<file path="config.mk">
export PLATFORM = sky130hd
export DESIGN_NAME = osd_ctrl
export DESIGN_NICKNAME = d
export VERILOG_FILES = /design/src/osd_pkg.sv /design/src/osd_ctrl.sv
export SDC_FILE = /design/constraint.sdc
export NUM_CORES = 1
export LEC_CHECK = 0
export ABC_AREA = 1
export BUFFER_PORTS_ARGS = -buffer_cell sky130_fd_sc_hd__clkbuf_2
export CAP_MARGIN = 20
export CORE_AREA = 8 8 45 47
export CTS_CLUSTER_SIZE = 30
export DETAILED_ROUTE_END_ITERATION = 7
export DIE_AREA = 0 0 53 55
export HOLD_SLACK_MARGIN = 0.02
export PLACE_DENSITY_LB_ADDON = 0.3
export SLEW_MARGIN = 10
export SYNTH_ARGS = -nofsm -noshare
export SYNTH_HDL_FRONTEND = slang
export SYNTH_SLANG_ARGS = --single-unit
</file>
<file path="constraint.sdc">
create_clock -name clk -period 3.1 [get_ports clk]
set_clock_uncertainty 0.05 [all_clocks]
set_input_delay 0.31 -clock clk [delete_from_list [all_inputs] [get_ports clk]]
set_output_delay 0.31 -clock clk [all_outputs]
set_load 0.05 [all_outputs]
</file>
<file path="src/osd_pkg.sv">
// ----------------------------------------------------------------------------
// osd_pkg
// Shared types, register indexes and glyph mode table of the OSD character
// generator.
// ----------------------------------------------------------------------------
package osd_pkg;

  // Input word: font load or character render request.
  typedef struct packed {
    logic        func;
    logic [13:0] font_addr;
    logic [7:0]  font_byte;
    logic [7:0]  char_code;
  } osd_in_t;

  // Output word: one glyph row.
  typedef struct packed {
    logic [17:0] pixel_offset;
    logic [23:0] row_mask;
    logic [15:0] pixel_colour;
    logic        last_row;
  } osd_out_t;

  // Configuration register values.
  typedef struct packed {
    logic [1:0]  glyph_mode;
    logic [12:0] line_stride;
    logic [15:0] ink_colour;
  } osd_cfg_t;

  // Controller to datapath commands.
  typedef struct packed {
    logic load_wr;
    logic pos_clr;
    logic start;
    logic issue;
    logic emit;
    logic pos_adv;
  } osd_cmd_t;

  // Datapath to controller status.
  typedef struct packed {
    logic is_load;
    logic is_end;
    logic full;
    logic byte_last;
    logic row_last;
    logic out_free;
  } osd_stat_t;

  // Per-mode glyph geometry.
  typedef struct packed {
    logic [5:0] rows;
    logic [1:0] bpr;
    logic [7:0] glyph_bytes;
    logic [2:0] step;
    logic [3:0] pitch;
    logic [7:0] limit;
    logic [7:0] second_mask;
  } osd_mode_t;

  localparam logic [1:0] REG_GLYPH_MODE  = 2'd0;
  localparam logic [1:0] REG_LINE_STRIDE = 2'd1;
  localparam logic [1:0] REG_INK_COLOUR  = 2'd2;

  localparam logic [1:0] MODE_8X16  = 2'd0;
  localparam logic [1:0] MODE_12X24 = 2'd1;
  localparam logic [1:0] MODE_16X32 = 2'd2;
  localparam logic [1:0] MODE_24X48 = 2'd3;

  localparam logic [12:0] STRIDE_RESET = 13'd720;
  localparam int          MAX_STRIDE   = 4096;
  localparam logic [12:0] STRIDE_CAP   = 13'(MAX_STRIDE > 8191 ? 8191 : MAX_STRIDE);

  localparam logic [7:0] CHAR_FIRST = 8'h20;
  localparam logic [7:0] CHAR_LAST  = 8'h7F;
  localparam logic [7:0] CHAR_SUBST = 8'h3F;

  function automatic osd_mode_t mode_info(input logic [1:0] mode);
    osd_mode_t m;
    case (mode)
      MODE_8X16:  m = '{6'd16, 2'd1, 8'd16,  3'd1, 4'd10, 8'd64,       8'hFF};
      MODE_12X24: m = '{6'd24, 2'd2, 8'd48,  3'd2, 4'd7,  8'(120 + 20), 8'hF0};
      MODE_16X32: m = '{6'd32, 2'd2, 8'd64,  3'd3, 4'd7,  8'(120 + 20), 8'hFF};
      default:    m = '{6'd48, 2'd3, 8'd144, 3'd4, 4'd7,  8'd96,       8'hFF};
    endcase
    return m;
  endfunction

endpackage

</file>
<file path="src/osd_ctrl.sv">
// ----------------------------------------------------------------------------
// osd_ctrl
// Sequencer: takes a word, then walks the glyph rows byte by byte.
// ----------------------------------------------------------------------------
module osd_ctrl import osd_pkg::*; (
  input  logic      clk,
  input  logic      rst,
  input  logic      in_valid,
  output logic      in_ready,
  input  osd_stat_t stat,
  output osd_cmd_t  cmd
);

  localparam logic [1:0] S_IDLE  = 2'd0;
  localparam logic [1:0] S_ISSUE = 2'd1;
  localparam logic [1:0] S_CAP   = 2'd2;
  localparam logic [1:0] S_EMIT  = 2'd3;

  logic [1:0] state;
  logic [1:0] state_next;
  logic       accept;
  logic       render;

  assign in_ready = (state == S_IDLE);
  assign accept   = in_valid & in_ready;
  assign render   = accept & ~stat.is_load & ~stat.is_end;

  always_comb begin
    cmd.load_wr = accept & stat.is_load;
    cmd.pos_clr = accept & ~stat.is_load & stat.is_end;
    cmd.start   = render & ~stat.full;
    cmd.issue   = (state == S_ISSUE);
    cmd.emit    = (state == S_EMIT) & stat.out_free;
    cmd.pos_adv = (state == S_EMIT) & stat.out_free & stat.row_last;
  end

  always_comb begin
    state_next = state;
    case (state)
      S_IDLE:  if (cmd.start) state_next = S_ISSUE;
      S_ISSUE: if (stat.byte_last) state_next = S_CAP;
      // last byte lands in the mask at the end of this cycle
      S_CAP:   state_next = S_EMIT;
      S_EMIT: begin
        if (stat.out_free) begin
          state_next = stat.row_last ? S_IDLE : S_ISSUE;
        end
      end
      default: state_next = S_IDLE;
    endcase
  end

  always_ff @(posedge clk) begin
    if (rst) begin
      state <= S_IDLE;
    end else begin
      state <= state_next;
    end
  end

endmodule

</file>
==> impl_results.html <==
<table>
<tr><th>Metric</th><th>Value</th></tr>
<tr><th colspan="2">Status</th></tr>
<tr><td>Status</td><td>finished clean</td></tr>
<tr><th colspan="2">Power</th></tr>
<tr><td>PD cells</td><td>1020 nW/µm²</td></tr>
<tr><td>Static Leakage</td><td>0.220 nW</td></tr>
<tr><td>Power Internal</td><td>0.152 mW</td></tr>
<tr><td>Part of the power in the clock network</td><td>16.0%</td></tr>
<tr><td>Gate power share</td><td>69.0%</td></tr>
<tr><td>Total power after layout</td><td>0.355 mW</td></tr>
<tr><td>Peak supply drop</td><td>0.321 mV</td></tr>
<tr><td>Reported net switching power</td><td>0.203 mW</td></tr>
<tr><td>Fraction of power spent switching nets</td><td>57.1%</td></tr>
<tr><td>Part of the power in registers</td><td>15.0%</td></tr>
<tr><th colspan="2">Die</th></tr>
<tr><td>Standard-cell row count</td><td>14</td></tr>
<tr><td>Initial Utilization</td><td>16.7%</td></tr>
<tr><td>Top-level port count</td><td>16</td></tr>
<tr><td>Die Span X</td><td>53 µm</td></tr>
<tr><td>Chip Height</td><td>55 µm</td></tr>
<tr><td>DIE AREA</td><td>2920 µm²</td></tr>
<tr><td>Core Box Area</td><td>1380 µm²</td></tr>
<tr><th colspan="2">Drt</th></tr>
<tr><td>Remaining antenna violation count</td><td>0</td></tr>
<tr><td>DRT Wirelength</td><td>557 µm</td></tr>
<tr><td>Detailed router's first-iteration violation count</td><td>0</td></tr>
<tr><td>DRC Markers</td><td>0</td></tr>
<tr><td>Vias per std cell</td><td>3.61</td></tr>
<tr><td>WL per Instance</td><td>7.74 µm</td></tr>
<tr><td>Total via count after detailed routing</td><td>260</td></tr>
<tr><td>TritonRoute pass-1 iters</td><td>1</td></tr>
<tr><th colspan="2">Clock tree</th></tr>
<tr><td>Cell at the root of the clock tree</td><td>clkbuf_4</td></tr>
<tr><td>Number of clock buffers inserted by TritonCTS</td><td>3</td></tr>
<tr><td>Register clock-pin slew on the reported worst setup and hold paths</td><td>30 ps</td></tr>
<tr><td>Post-cts hold buffer count</td><td>0</td></tr>
<tr><td>Maximum number of buffers from clock root to sink</td><td>2</td></tr>
<tr><td>Worst skew pair latency</td><td>220 ps</td></tr>
<tr><td>CTS H-Tree Depth</td><td>1</td></tr>
<tr><td>Post CTS Setup Buffer Count</td><td>0</td></tr>
<tr><td>Sink Count</td><td>2</td></tr>
<tr><td>Post-CTS resize count</td><td>0</td></tr>
<tr><td>CTS tree</td><td>done</td></tr>
<tr><th colspan="2">Placement</th></tr>
<tr><td>Half-perimeter wire length of the detailed placement result</td><td>510 µm</td></tr>
<tr><td>Worst-case setup slack after placement</td><td>1490 ps</td></tr>
<tr><td>Number of port buffers</td><td>15</td></tr>
<tr><td>GP Congestion</td><td>0.733</td></tr>
<tr><td>Cells after DPL</td><td>69</td></tr>
<tr><td>Post-detailed-placement cell area</td><td>327 µm²</td></tr>
<tr><th colspan="2">Worst setup path</th></tr>
<tr><td>CP Depth</td><td>5</td></tr>
<tr><td>Reg2Reg Setup Slack</td><td>1740 ps</td></tr>
<tr><td>Launching instance or port of the critical path</td><td>state[0]</td></tr>
<tr><td>Capturing element type of the critical path</td><td>output port</td></tr>
<tr><td>Crit Path Class</td><td>flip-flop to output port</td></tr>
<tr><td>Worst stage delay on the critical path</td><td>330 ps</td></tr>
<tr><td>Cell-by-cell listing of the critical path</td><td>inv_2 -&gt; ha_1 -&gt; nand2_2 -&gt; nor3b_1 -&gt; clkbuf_2</td></tr>
<tr><td>Worst EP required</td><td>2740 ps</td></tr>
<tr><td>Worst Reg2Reg Path Length in Cells</td><td>8</td></tr>
<tr><td>Start of the worst register-to-register path</td><td>state[0]</td></tr>
<tr><td>Number of buffers and inverters on the critical path</td><td>2</td></tr>
<tr><td>End of the critical path</td><td>cmd[4]</td></tr>
<tr><td>Crit-path max FO</td><td>4</td></tr>
<tr><td>Reg2Reg Capture Point</td><td>state[1]</td></tr>
<tr><td>Kind of cell with the highest combined delay on the critical path</td><td>buffers and inverters</td></tr>
<tr><td>Critical path's slowest cell</td><td>dfxtp_1</td></tr>
<tr><td>CP Launch Type</td><td>flip-flop</td></tr>
<tr><td>Data arrival time at the worst-slack endpoint</td><td>1460 ps</td></tr>
<tr><th colspan="2">Run</th></tr>
<tr><td>Total of max-cap violations</td><td>0</td></tr>
<tr><th colspan="2">Global route</th></tr>
<tr><td>Via count of the first global-routing pass</td><td>237</td></tr>
<tr><td>Pin count of the biggest net entering global routing</td><td>5</td></tr>
<tr><td>GR Util All Layers</td><td>4.75%</td></tr>
<tr><td>Antenna violations before repair</td><td>0</td></tr>
<tr><td>Wire length of the first global-routing pass</td><td>993 µm</td></tr>
<tr><td>Sum of overflow across all layers after global routing</td><td>0</td></tr>
<tr><th colspan="2">Logic synthesis</th></tr>
<tr><td>Synthesized Nets</td><td>50</td></tr>
<tr><td>Area fraction of the dominant cell type after synthesis</td><td>17.3%</td></tr>
<tr><td>Post-synthesis average cell area</td><td>6.09 µm²</td></tr>
<tr><td>Post-synthesis cell count</td><td>38</td></tr>
<tr><td>Count of state elements after synthesis</td><td>2</td></tr>
<tr><td>Part of the Yosys area used for sequential elements</td><td>17.3%</td></tr>
<tr><td>Cell Area, Synth</td><td>231 µm²</td></tr>
<tr><td>Ys Warns</td><td>0</td></tr>
<tr><td>Yosys top cell by area</td><td>dfxtp_1</td></tr>
<tr><td>Ranking of synthesized cells by area</td><td>dfxtp_1 (17%), ha_1 (16%), inv_1 (15%)</td></tr>
<tr><td>Unique masters post-synth</td><td>12</td></tr>
<tr><th colspan="2">Timing</th></tr>
<tr><td>Tightest hold margin</td><td>297 ps</td></tr>
<tr><td>Final setup violation count</td><td>0</td></tr>
<tr><td>Setup repair after global routing missed its margin</td><td>false</td></tr>
<tr><td>Max Slew Vio Count</td><td>0</td></tr>
<tr><td>Post-layout worst setup margin</td><td>1280 ps</td></tr>
<tr><td>Number of failing hold endpoints at the final stage</td><td>0</td></tr>
<tr><td>Total Negative Setup Slacks</td><td>0 ps</td></tr>
<tr><td>Minimum clock period</td><td>1820 ps</td></tr>
<tr><td>Rel. slew slack</td><td>81.2%</td></tr>
<tr><td>Slew @ Worst Pin</td><td>283 ps</td></tr>
<tr><td>Share of the cycle needed by the critical path after routing</td><td>58.8%</td></tr>
<tr><td>Maximum achievable frequency</td><td>548 MHz</td></tr>
<tr><th colspan="2">Cells and area</th></tr>
<tr><td>Max FFs per register</td><td>2</td></tr>
<tr><td>Top flop regs</td><td>state: 2 flops</td></tr>
<tr><td>Growth of design area from synthesis to finish</td><td>50.8%</td></tr>
<tr><td>Count of antenna diodes in the layout</td><td>0</td></tr>
<tr><td>Final layout net count</td><td>70</td></tr>
<tr><td>Post-Layout Inst Area</td><td>349 µm²</td></tr>
<tr><td>Final core utilization</td><td>25.2%</td></tr>
<tr><td>Register ranked first by flip-flop count</td><td>state</td></tr>
<tr><td>Layout Cells excl Fill</td><td>72</td></tr>
<tr><td>Fraction of final layout cells with drive strength greater than 1</td><td>48.2%</td></tr>
<tr><th colspan="2">Hold path</th></tr>
<tr><td>Hold WC Path Type</td><td>input pin to flip-flop</td></tr>
<tr><td>Launch instance of the worst min-delay path</td><td>rst</td></tr>
</table>
## cell usage after synthesis, drive strengths merged
cell and n:
inv 11, ha 3, a21oi 3, nor2 5, dfxtp 2, nand2 10, nand3 3, nor3b 1
## cell families (layout without fill, tap and decap cells)
kind of cell    after synthesis  count (layout)  synth area share (%)
compound gates                3               3                  8.11
fa+ha+maj                     3               3                  16.2
buf+inv                      11              29                  17.8
flops                         2               2                  17.3
simple gates                 19              19                  40.5
## worst min path at each step
| stage | cells past startpoint | slack, ps | end |
|---|---|---|---|
| final | 4 | 300 | state[0] |
| after global routing | 4 | 310 | state[0] |
| after CTS | 4 | 290 | state[0] |
| after detailed placement | 2 | 470 | state[0] |
| after global placement | 2 | 470 | state[0] |
| after floorplan | 3 | 430 | state[1] |
## tightest hold or removal path: stages
cell	delay, ps
clkbuf_2	70
inv_1	40
nand2_1	70
a21oi_2	30
## power groups by stage
stage | Combinational, mW | Clock (mW) | Sequential [mW]
2_1_floorplan | 0.209 | 0 | 0.0503
3_5_place_dp | 0.249 | 0 | 0.0539
4_1_cts | 0.250 | 0.0599 | 0.0536
5_1_grt | 0.269 | 0.0648 | 0.0569
6_report | 0.245 | 0.0567 | 0.0531
3_3_place_gp | 0.249 | 0 | 0.0545
## routing by layer
layer | global-route usage (%) | share of wire, % | up-vias
met5 | 0 | 0 | -
met4 | 1.29 | 0 | 0
met3 | 4.55 | 18 | 0
met2 | 6.84 | 41 | 10
met1 | 4.85 | 40 | 103
li1 | - | - | 147
## layout by cell type (no fill, tap or decap)
cell / count
a21oi_1: 2
a21oi_2: 1
clkbuf_2: 15
clkbuf_4: 3
dfxtp_1: 2
ha_1: 3
inv_1: 9
inv_2: 2
nand2_1: 7
nand2_2: 3
nand3_1: 3
nor2_1: 2
nor2_2: 3
nor3b_1: 1
## area by class of cell
class | count | area [µm²]
Fill cell | 168 | 1030
Multi-Input combinational cell | 25 | 150
Timing Repair Buffer | 15 | 75.1
Inverter | 11 | 41.3
Sequential cell | 2 | 40.0
Clock buffer | 3 | 22.5
Tap cell | 16 | 20.0
(Power assumes the default switching activity.)
