<file path="config.mk">
export PLATFORM = sky130hd
export DESIGN_NAME = osd_regs
export DESIGN_NICKNAME = d
export VERILOG_FILES = /design/src/osd_pkg.sv /design/src/osd_regs.sv
export SDC_FILE = /design/constraint.sdc
export NUM_CORES = 1
export LEC_CHECK = 0
export CAP_MARGIN = 0
export CORE_MARGIN = 10
export CORE_UTILIZATION = 30
export CTS_CLUSTER_DIAMETER = 60
export DETAILED_ROUTE_END_ITERATION = 8
export DONT_BUFFER_PORTS = 1
export HOLD_SLACK_MARGIN = 0.05
export PLACE_DENSITY = 0.53
export SYNTH_ARGS = -nofsm -noshare
export SYNTH_HDL_FRONTEND = slang
export SYNTH_SLANG_ARGS = --single-unit
</file>
<file path="constraint.sdc">
create_clock -name clk -period 1.2 [get_ports clk]
set_clock_uncertainty 0.15 [all_clocks]
set_input_delay 0.06 -clock clk [delete_from_list [all_inputs] [get_ports clk]]
set_output_delay 0.06 -clock clk [all_outputs]
set_load 0.01 [all_outputs]
</file>
<file path="src/osd_pkg.sv">
// ----------------------------------------------------------------------------
// osd_pkg
// Shared types, register indexes and glyph mode table of the OSD character
// generator.
// ----------------------------------------------------------------------------
package osd_pkg;

  // Input word: font load or character render request.
  typedef struct packed {
    logic        func;
    logic [13:0] font_addr;
    logic [7:0]  font_byte;
    logic [7:0]  char_code;
  } osd_in_t;

  // Output word: one glyph row.
  typedef struct packed {
    logic [17:0] pixel_offset;
    logic [23:0] row_mask;
    logic [15:0] pixel_colour;
    logic        last_row;
  } osd_out_t;

  // Configuration register values.
  typedef struct packed {
    logic [1:0]  glyph_mode;
    logic [12:0] line_stride;
    logic [15:0] ink_colour;
  } osd_cfg_t;

  // Controller to datapath commands.
  typedef struct packed {
    logic load_wr;
    logic pos_clr;
    logic start;
    logic issue;
    logic emit;
    logic pos_adv;
  } osd_cmd_t;

  // Datapath to controller status.
  typedef struct packed {
    logic is_load;
    logic is_end;
    logic full;
    logic byte_last;
    logic row_last;
    logic out_free;
  } osd_stat_t;

  // Per-mode glyph geometry.
  typedef struct packed {
    logic [5:0] rows;
    logic [1:0] bpr;
    logic [7:0] glyph_bytes;
    logic [2:0] step;
    logic [3:0] pitch;
    logic [7:0] limit;
    logic [7:0] second_mask;
  } osd_mode_t;

  localparam logic [1:0] REG_GLYPH_MODE  = 2'd0;
  localparam logic [1:0] REG_LINE_STRIDE = 2'd1;
  localparam logic [1:0] REG_INK_COLOUR  = 2'd2;

  localparam logic [1:0] MODE_8X16  = 2'd0;
  localparam logic [1:0] MODE_12X24 = 2'd1;
  localparam logic [1:0] MODE_16X32 = 2'd2;
  localparam logic [1:0] MODE_24X48 = 2'd3;

  localparam logic [12:0] STRIDE_RESET = 13'd720;
  localparam int          MAX_STRIDE   = 4096;
  localparam logic [12:0] STRIDE_CAP   = 13'(MAX_STRIDE > 8191 ? 8191 : MAX_STRIDE);

  localparam logic [7:0] CHAR_FIRST = 8'h20;
  localparam logic [7:0] CHAR_LAST  = 8'h7F;
  localparam logic [7:0] CHAR_SUBST = 8'h3F;

  function automatic osd_mode_t mode_info(input logic [1:0] mode);
    osd_mode_t m;
    case (mode)
      MODE_8X16:  m = '{6'd16, 2'd1, 8'd16,  3'd1, 4'd10, 8'd64,       8'hFF};
      MODE_12X24: m = '{6'd24, 2'd2, 8'd48,  3'd2, 4'd7,  8'(120 + 20), 8'hF0};
      MODE_16X32: m = '{6'd32, 2'd2, 8'd64,  3'd3, 4'd7,  8'(120 + 20), 8'hFF};
      default:    m = '{6'd48, 2'd3, 8'd144, 3'd4, 4'd7,  8'd96,       8'hFF};
    endcase
    return m;
  endfunction

endpackage

</file>
<file path="src/osd_regs.sv">
// ----------------------------------------------------------------------------
// osd_regs
// APB register file: glyph mode, line stride and ink colour.
// ----------------------------------------------------------------------------
module osd_regs import osd_pkg::*; (
  input  logic        clk,
  input  logic        rst,
  input  logic        psel,
  input  logic        penable,
  input  logic        pwrite,
  input  logic [3:0]  paddr,
  input  logic [31:0] pwdata,
  output logic [31:0] prdata,
  output logic        pready,
  output osd_cfg_t    cfg
);

  logic       wr;
  logic [1:0] idx;

  assign pready = 1'b1;
  assign idx    = paddr[3:2];
  assign wr     = psel & penable & pwrite;

  always_ff @(posedge clk) begin
    if (rst) begin
      cfg.glyph_mode  <= MODE_8X16;
      cfg.line_stride <= STRIDE_RESET;
      cfg.ink_colour  <= 16'd0;
    end else if (wr) begin
      case (idx)
        REG_GLYPH_MODE:  cfg.glyph_mode  <= pwdata[1:0];
        REG_LINE_STRIDE: cfg.line_stride <= pwdata[12:0];
        REG_INK_COLOUR:  cfg.ink_colour  <= pwdata[15:0];
        default: ;
      endcase
    end
  end

  always_comb begin
    case (idx)
      REG_GLYPH_MODE:  prdata = {30'd0, cfg.glyph_mode};
      REG_LINE_STRIDE: prdata = {19'd0, cfg.line_stride};
      REG_INK_COLOUR:  prdata = {16'd0, cfg.ink_colour};
      default:         prdata = 32'd0;
    endcase
  end

endmodule

</file>
==> results of run 1 <==
[worst min path at each step]
stage | start | to | slack, ns | cells after the start
floorplan | pwdata[13] | cfg[13]$_SDFFE_PP0P_ | 0.07 | 2
global placement | pwdata[13] | cfg[13]$_SDFFE_PP0P_ | 0.07 | 2
detailed placement | pwdata[4] | cfg[4]$_SDFFE_PP0P_ | 0.08 | 2
CTS | rst | cfg[22]$_SDFFE_PP1P_ | -0.21 | 2
global route | rst | cfg[16]$_SDFFE_PP0P_ | -0.20 | 2
finish | rst | cfg[19]$_SDFFE_PP0P_ | -0.19 | 2
[routing by layer]
layer	vias up	global-route usage	share of wire
met3	2	0.0464	0.11
met4	0	0.0304	0.0048
met1	536	0.114	0.43
met5	-	0	0
li1	573	-	-
met2	62	0.154	0.45
[metrics by stage]
step	utilization	instances	worst slack [ns]	hold WS, ns	area, sq um
2_1_floorplan	-	185	0.108	0.0653	1690
3_3_place_gp	0.327	241	0.0432	0.0716	1700
3_5_place_dp	0.327	241	0.0399	0.0795	1700
4_1_cts	0.364	260	0.00422	-0.212	1900
5_1_grt	0.370	262	-0.0000435	-0.200	1930
6_report	0.370	262	0.0684	-0.194	1930
[what timing repair did]
item,CTS,global route
gates resized for setup,2,8
endpoints found under the setup margin,2,7
hold buffers,11,2
hold endpoints to repair,31,31
[placed cells by master, fill, tap and decap left out]
master / n
dfxtp_2: 8
nand2b_1: 43
nor3b_2: 2
dfxtp_1: 23
clkbuf_8: 5
or3_1: 1
buf_4: 13
conb_1: 17
clkbuf_1: 1
nand4_1: 1
nand4_2: 1
dlygate4sd3_1: 13
mux2i_1: 33
a22o_1: 11
clkinv_2: 1
nand3_1: 1
nand2_1: 2
clkinvlp_4: 1
nor2_1: 8
o21ai_1: 2
and2_1: 3
and2b_1: 2
[cell families (layout without fill, tap and decap cells)]
logic type / after synthesis / in the layout / share of synthesized area
AO/OA/AOI/OAI: 13 / 13 / 0.0651
flip-flops: 31 / 31 / 0.380
buffers and inverters: 27 / 34 / 0.109
multiplexers: 33 / 33 / 0.202
AND/OR/NAND/NOR: 64 / 64 / 0.239
other: 2 / 17 / 0.00460
[power groups by stage]
stage	clock network, mW	logic [mW]	registers [mW]
detailed placement	0	0.157	1.08
CTS	0.857	0.188	1.06
global placement	0	0.156	1.08
finish	0.804	0.191	1.06
global route	0.885	0.213	1.06
floorplan	0	0.181	1.08
[layout make-up]
type	instances	area, sq um
fill	544	3280
multi-input combinational	127	896
sequential	31	631
timing repair buffer	26	228
tap	70	87.6
clock buffer	6	72.6
clock inverter	2	12.5
==> flow_summary.toml, run 1 <==
[timing]
period_share = 0.943
fmax_mhz = 884
hold_viol = 31
setup_tns_ns = 0
whs_ns = -0.194
report.final.slew_viol_count = 0
finalSetupViolCount = 0
layout_min_cycle_time_ns = 1.13

[global_route]
antenna_found_initial = 0
grt_max_degree = 52
grt-ovfl-total = 0
grtUsageTotal = 0.0978
grt_first_pass_wirelength_microns = 6690
grt_pass1_vias = 1236

[routing]
wl_per_cell_microns = 16.7
vias_per_cell = 4.48
drt_first_pass_iters = 4
num_vias = 1173
drtIter0Drc = 36
final_antenna_net_count = 0
post-route-drc-count = 0
drt_wl_total_microns = 4370

[synthesis]
synth.distinct_cells = 20
synth_top_area_share = 0.380
synth_top_area_cell = "dfxtp_1"
synthCells = 170
syn_area_sq_mm = 0.00163
ys_ff_latch = 31
synth_warnings = 0
yosysMostFrequentCell = "nand2b_1"
avgSynthCellArea_sq_um = 9.60
synth.top_cells.by_area = "dfxtp_1, mux2i_1, nand2b_1"
synthTopCellsByCount = "nand2b_1, mux2i_1, dfxtp_1, buf_4, a22o_1"
async_flop_share = 0
synthFlopType = "dfxtp_1"
ys_seq_area_frac = 0.380
synth_edf_count = 0

[setup_path]
crit_buf_inv = 0
crit_family = "flip-flops"
end_kind = "output pin"
crit_end = "prdata[2]"
cp_slowest_cell = "dfxtp_1"
r2r-start = "cfg[0]$_SDFFE_PP0P_"
start_kind = "flip-flop"
startpoint = "cfg[18]$_SDFFE_PP0P_"
cp_num_cells = 1
path_class = "reg -> out"
worstRegToRegCells = 3
cp_cell_sequence = "a22o_1"
crit_arrival_ns = 0.92
timing.rr.end = "cfg[0]$_SDFFE_PP0P_"
critPathMaxFanout = 3
cp.required_ns = 0.99
rrSetupSlack_ns = 0.35
max_stage_delay_ns = 0.42

[final_layout]
syn_to_final_growth_pct = 18.0
num_antenna_cells = 0
top_regs = "cfg (31)"
largest_register_ffs = 31
num-nets-final = 232
drive_gt1_frac = 0.161
top_register = "cfg"

[place]
gp_congestion = 0.705
dp_hpwl_microns = 3320
port-buffer-count = 0

[outcome]
outcome = "complete, but fails checks"
violations = "negative hold slack"

[pwr]
power_frac_comb = 0.093
p_int_mw = 1.55
switching_share = 0.248
switchingPower_uw = 510
p_clk_frac = 0.391
p_seq_frac = 0.516
peakVddDrop_uv = 571
p_leak_nw = 0.791
power.total_mw = 2.06
powerDensity_mw_per_mm2 = 1070

[floorplanning]
chipWidth_microns = 93.8
io_pins = 105
start_util = 0.314
fp.coreArea_sq_mm = 0.00520
dieArea_sq_mm = 0.00879
die_h_microns = 93.8
row_count = 26

[clock_tree]
clockRootBuffer = "clkbuf_8"
h-tree-depth = 2
clockBufferDepth = 2
cts-buffers-inserted = 5
cts_tree = "done"
cts_num_sinks = 31
cts_setup_buffers = 0
clock_latency_ns = 0.27
clkTransAtPathRegs_ns = 0.07

[hold_path]
worstHoldPathType = "in -> reg"

[run]
max_cap_violations = 0
(Power assumes the default switching activity.)
==> run 2, diff against run 1 <==
--- a/config.mk
+++ b/config.mk
@@ -9,6 +9,7 @@
 export CORE_MARGIN = 10
 export CORE_UTILIZATION = 30
 export CTS_CLUSTER_DIAMETER = 60
+export CTS_CLUSTER_SIZE = 25
 export DETAILED_ROUTE_END_ITERATION = 8
 export DONT_BUFFER_PORTS = 1
 export HOLD_SLACK_MARGIN = 0.05
==> constraint.sdc (replaced) <==
create_clock -name clk -period 1.2 [get_ports clk]
set_clock_uncertainty 0.15 [all_clocks]
set_input_delay 0.06 -clock clk [delete_from_list [all_inputs] [get_ports clk]]
set_output_delay 0.06 -clock clk [all_outputs]
set_load 0.02 [all_outputs]
==> run 2 against run 1 <==
- the run still ends with negative hold slack left
- final cell count grew 12%
- highest routed layer unchanged
- worst setup slack worse by 0.048 ns
- largest power group unchanged
- critical path type unchanged
- register-to-register slack worse by 0.04 ns
- cell area up 12%
- critical endpoint is now prdata[1]
- critical path depth up 2
- die area stayed put
- flip-flop and latch count is the same
==> flow_summary.toml, run 2 (synthesis gave the netlist of run 1 again) <==
[final_layout]
largest_register_ffs = 31
top_regs = "cfg (31)"
syn_to_final_growth_pct = 32.7
num-nets-final = 264
mostFrequentLayoutCells = "buf_4, nand2b_1, mux2i_1"
fill_cells = 545
top_register = "cfg"
num_antenna_cells = 0
final_common_cell = "buf_4"
drive_gt1_frac = 0.274

[routing]
drt_first_pass_iters = 4
drtIter0Drc = 62
post-route-drc-count = 0
final_antenna_net_count = 0
num_vias = 1298
wl_per_cell_microns = 15.4
vias_per_cell = 4.43
drt_wl_total_microns = 4510

[clock_tree]
cts-buffers-inserted = 5
clockBufferDepth = 2
clkTransAtPathRegs_ns = 0.07
h-tree-depth = 2
clockRootBuffer = "clkbuf_8"
cts_num_sinks = 31
clock_latency_ns = 0.28
cts_tree = "done"

[floorplanning]
dieArea_sq_mm = 0.00879
io_pins = 105
die_h_microns = 93.8
chipWidth_microns = 93.8
fp.coreArea_sq_mm = 0.00520
row_count = 26
start_util = 0.314

[setup_path]
timing.rr.end = "cfg[22]$_SDFFE_PP1P_"
end_kind = "output pin"
rrSetupSlack_ns = 0.31
path_class = "reg -> out"
cp.required_ns = 0.99
crit_arrival_ns = 0.97
r2r-start = "cfg[22]$_SDFFE_PP1P_"
start_kind = "flip-flop"
critPathMaxFanout = 3
worstRegToRegCells = 3

[timing]
timing.final.ws_setup_ns = 0.0200
layout_min_cycle_time_ns = 1.18
setup_tns_ns = 0
hold_viol = 31
rsz0062_at_grt = "yes"
finalSetupViolCount = 0
period_share = 0.983
fmax_mhz = 847
whs_ns = -0.200
report.final.slew_viol_count = 0

[place]
port-buffer-count = 0
dp_hpwl_microns = 3420
pre_cts_slack_ns = -0.0296
gp_congestion = 0.693

[global_route]
grt-ovfl-total = 0
grt_max_degree = 52
antenna_found_initial = 0
grtUsageTotal = 0.0996
grt_first_pass_wirelength_microns = 6850
grt_pass1_vias = 1315

[hold_path]
hold_depth = 2
hold_start = "rst"
worstHoldPathType = "in -> reg"
holdPathEnd = "cfg[20]$_SDFFE_PP1P_"

[pwr]
peakVddDrop_uv = 352
powerDensity_mw_per_mm2 = 997
p_leak_nw = 0.968

[outcome]
outcome = "complete, but fails checks"
violations = "negative hold slack"

[run]
max_cap_violations = 0
run 2: per-stage QoR:
stage          power, mW  utilization  hold slack, ns  cells  area (sq um)
2_1_floorplan       1.30            -          0.0653    185          1690
3_3_place_gp        1.31        0.370          0.0665    271          1930
3_5_place_dp        1.31        0.370          0.0741    271          1930
4_1_cts             2.20        0.409          -0.207    289          2130
5_1_grt             2.27        0.416          -0.209    293          2170
6_report            2.16        0.416          -0.200    293          2170
run 2: worst max-delay path by stage:
| stage | to | slack [ns] | from |
|---|---|---|---|
| after floorplan | prdata[0] | 0.05 | paddr[3] |
| after global placement | cfg[1]$_SDFFE_PP0P_ | -0.03 | paddr[2] |
| after detailed placement | cfg[1]$_SDFFE_PP0P_ | -0.03 | paddr[2] |
| after CTS | prdata[1] | 0.004 | cfg[1]$_SDFFE_PP0P_ |
| after global routing | prdata[0] | -0.04 | cfg[0]$_SDFFE_PP0P_ |
| final | prdata[1] | 0.02 | cfg[1]$_SDFFE_PP0P_ |
run 2: area by class of cell:
| cell class | count | area, sq um | area share |
|---|---|---|---|
| multi-input combinational | 127 | 896 | 0.413 |
| sequential | 31 | 627 | 0.289 |
| timing repair buffer | 58 | 469 | 0.217 |
| tap | 70 | 87.6 | 0.0404 |
| clock buffer | 6 | 82.6 | 0.0381 |
| clock inverter | 1 | 5.00 | 0.00231 |
run 2: where the power goes:
part | total (mW) | internal [mW] | switching (mW)
combinational | 0.266 | 0.118 | 0.148
sequential | 1.05 | 1.04 | 0.00992
clock | 0.841 | 0.450 | 0.391
run 2: worst max-delay path: stages (launching register included):
cell     delay (ns)
dfxtp_2        0.34
mux2i_1        0.07
o21ai_1        0.13
buf_4          0.16
run 2: what timing repair did:
action                                  CTS  global route
setup buffers                             0             3
hold endpoints to repair                 31            31
hold buffers                             11             1
resized for setup                         4             2
pin swaps                                 0             0
endpoints found under the setup margin    2             3
run 2: per-layer routing:
layer / GRT usage / wire (microns)
met1: 0.115 / 1940
met2: 0.149 / 1980
met3: 0.0616 / 545
met4: 0.0304 / 39
met5: 0 / 0
==> run 3, diff against run 2 <==
--- a/config.mk
+++ b/config.mk
@@ -12,7 +12,7 @@
 export CTS_CLUSTER_SIZE = 25
 export DETAILED_ROUTE_END_ITERATION = 8
 export DONT_BUFFER_PORTS = 1
-export HOLD_SLACK_MARGIN = 0.05
+export HOLD_SLACK_MARGIN = 0.15
 export PLACE_DENSITY = 0.53
 export SYNTH_ARGS = -nofsm -noshare
 export SYNTH_HDL_FRONTEND = slang
==> constraint.sdc (replaced) <==
create_clock -name clk -period 1.2 [get_ports clk]
set_clock_uncertainty 0.15 [all_clocks]
set_input_delay 0.24 -clock clk [delete_from_list [all_inputs] [get_ports clk]]
set_output_delay 0.24 -clock clk [all_outputs]
set_load 0.02 [all_outputs]
==> run 3 against run 2 <==
- the flow finishes with violations (negative hold slack, negative setup slack)
- global-route usage rose by 1.3 points
- first-iteration DRC count fell by 27%
- via count rose by 2.6%
- fmax fell by 13%
- register-to-register slack got worse by 0.03 ns
- critical path depth fell by 1
- cell area rose by 14%
==> flow_summary.toml, run 3 (synthesis gave the netlist of run 1 again) <==
[setup_path]
cp_cell_sequence = "mux2i_2, o21ai_2"
startpoint = "cfg[29]$_SDFFE_PP0P_"
crit_arrival_ns = 0.96
max_stage_delay_ns = 0.34
cp.required_ns = 0.81
rrSetupSlack_ns = 0.28
end_kind = "output pin"
path_class = "reg -> out"
cp_slowest_cell = "dfxtp_2"
critPathMaxFanout = 2
r2r-start = "cfg[25]$_SDFFE_PP1P_"
start_kind = "flip-flop"

[timing]
finalSetupViolCount = 16
whs_ns = -0.00690
period_share = 1.13
hold_viol = 9
rsz0062_at_grt = "yes"
report.final.slew_viol_count = 0
layout_min_cycle_time_ns = 1.35
timing.final.ws_setup_ns = -0.151
fmax_mhz = 740

[pwr]
powerDensity_mw_per_mm2 = 928
p_int_mw = 1.72
peakVddDrop_uv = 372
p_seq_frac = 0.462
switching_share = 0.245
p_clk_frac = 0.396
power_frac_comb = 0.143
p_leak_nw = 1.08
switchingPower_uw = 561

[floorplanning]
fp.coreArea_sq_mm = 0.00520
start_util = 0.314
dieArea_sq_mm = 0.00879
die_h_microns = 93.8
chipWidth_microns = 93.8
io_pins = 105
row_count = 26

[final_layout]
num_antenna_cells = 0
largest_register_ffs = 31
fin_util = 0.473
mostFrequentLayoutCells = "nand2b_1, mux2i_1, dfxtp_2"
drive_gt1_frac = 0.466
final_common_cell = "nand2b_1"
top_register = "cfg"
syn_to_final_growth_pct = 50.8
top_regs = "cfg (31)"
stdcell_count = 293
num-nets-final = 263

[routing]
num_vias = 1332
final_antenna_net_count = 0
drt_first_pass_iters = 4
post-route-drc-count = 0
vias_per_cell = 4.55
drtIter0Drc = 45
drt_wl_total_microns = 5000
wl_per_cell_microns = 17.1

[global_route]
grt_pass1_vias = 1504
met1_usage = 0.104
grt_use_met3 = 0.0616
top_usage_layer = "met2"
grt_first_pass_wirelength_microns = 8000
grt_max_degree = 52
grt-ovfl-total = 0
antenna_found_initial = 0
grtUsageTotal = 0.113
grt.met2_usage = 0.213

[outcome]
violations = "negative hold slack, negative setup slack"
outcome = "complete, but fails checks"

[clock_tree]
clock_latency_ns = 0.28
h-tree-depth = 2
clockBufferDepth = 2
clkTransAtPathRegs_ns = 0.07
cts_num_sinks = 31
cts-buffers-inserted = 5
clockRootBuffer = "clkbuf_8"
cts_tree = "done"

[place]
dp_cells = 268
gp_congestion = 0.692
port-buffer-count = 0
dp_hpwl_microns = 3860

[hold_path]
hold_start = "rst"
worstHoldPathType = "in -> reg"

[run]
max_cap_violations = 0
[run 3: changes by cell type in the layout (fill, tap and decap cells not counted), moves of 3 or more]
cell / before / now
buf_4: 45 / 26
a22o_1: 11 / 0
buf_6: 1 / 13
dfxtp_1: 26 / 2
dfxtp_2: 5 / 29
a22o_4: 0 / 11
and2_4: 0 / 3
and2_1: 3 / 0
buf_12: 0 / 4
[run 3: timing repair]
item / CTS / global route
buffers inserted: 1 / 2
gates resized for setup: 28 / 27
hold buffers: 13 / 1
endpoints found under the hold margin: 31 / 31
pin swaps: 7 / 4
endpoints found under the setup margin: 25 / 33
[run 3: layout make-up]
class                   count  area [sq um]
multi-input cells         127          1060
clock buffers               8           100
flip-flops and latches     31           657
repair buffers             57           562
fillers                   499          2740
well taps                  70          87.6
[run 3: path summary, 6_finish.rpt]
path	cells after the start	to
max	2	prdata[0]
min	2	cfg[8]$_SDFFE_PP0P_
max reg2reg	3	cfg[25]$_SDFFE_PP1P_
min reg2reg	2	cfg[19]$_SDFFE_PP0P_
[run 3: worst max-delay path, delay by kind of cell (launching register included)]
family	cells	cell delay, ns
compound gates	1	0.28
flops	1	0.34
mux	1	0.07
[run 3: per-stage QoR]
stage	instance area, sq um	setup TNS (ns)	hold WS [ns]	setup WS [ns]	power, mW
floorplan	1820	-2.27	0.245	-0.172	1.33
global placement	2050	-2.26	0.248	-0.154	1.33
detailed placement	2050	-2.68	0.262	-0.155	1.33
CTS	2360	-1.60	-0.0209	-0.160	2.30
global route	2460	-1.58	-0.0205	-0.215	2.39
finish	2460	-1.14	-0.00690	-0.151	2.29
[run 3: layer usage]
layer  share of wire  wire length, microns  up-vias
met5               0                     0        -
met4          0.0042                    21        0
met3            0.11                   552        4
met2            0.53                  2670       53
met1            0.35                  1760      636
li1                -                     -      639
[run 3: power groups by stage]
| stage | clock [mW] | combinational (mW) | sequential, mW |
|---|---|---|---|
| final | 0.904 | 0.326 | 1.06 |
| after global routing | 0.987 | 0.349 | 1.06 |
| after CTS | 0.932 | 0.310 | 1.05 |
| after detailed placement | 0 | 0.260 | 1.07 |
| after global placement | 0 | 0.256 | 1.07 |
| after floorplan | 0 | 0.238 | 1.09 |
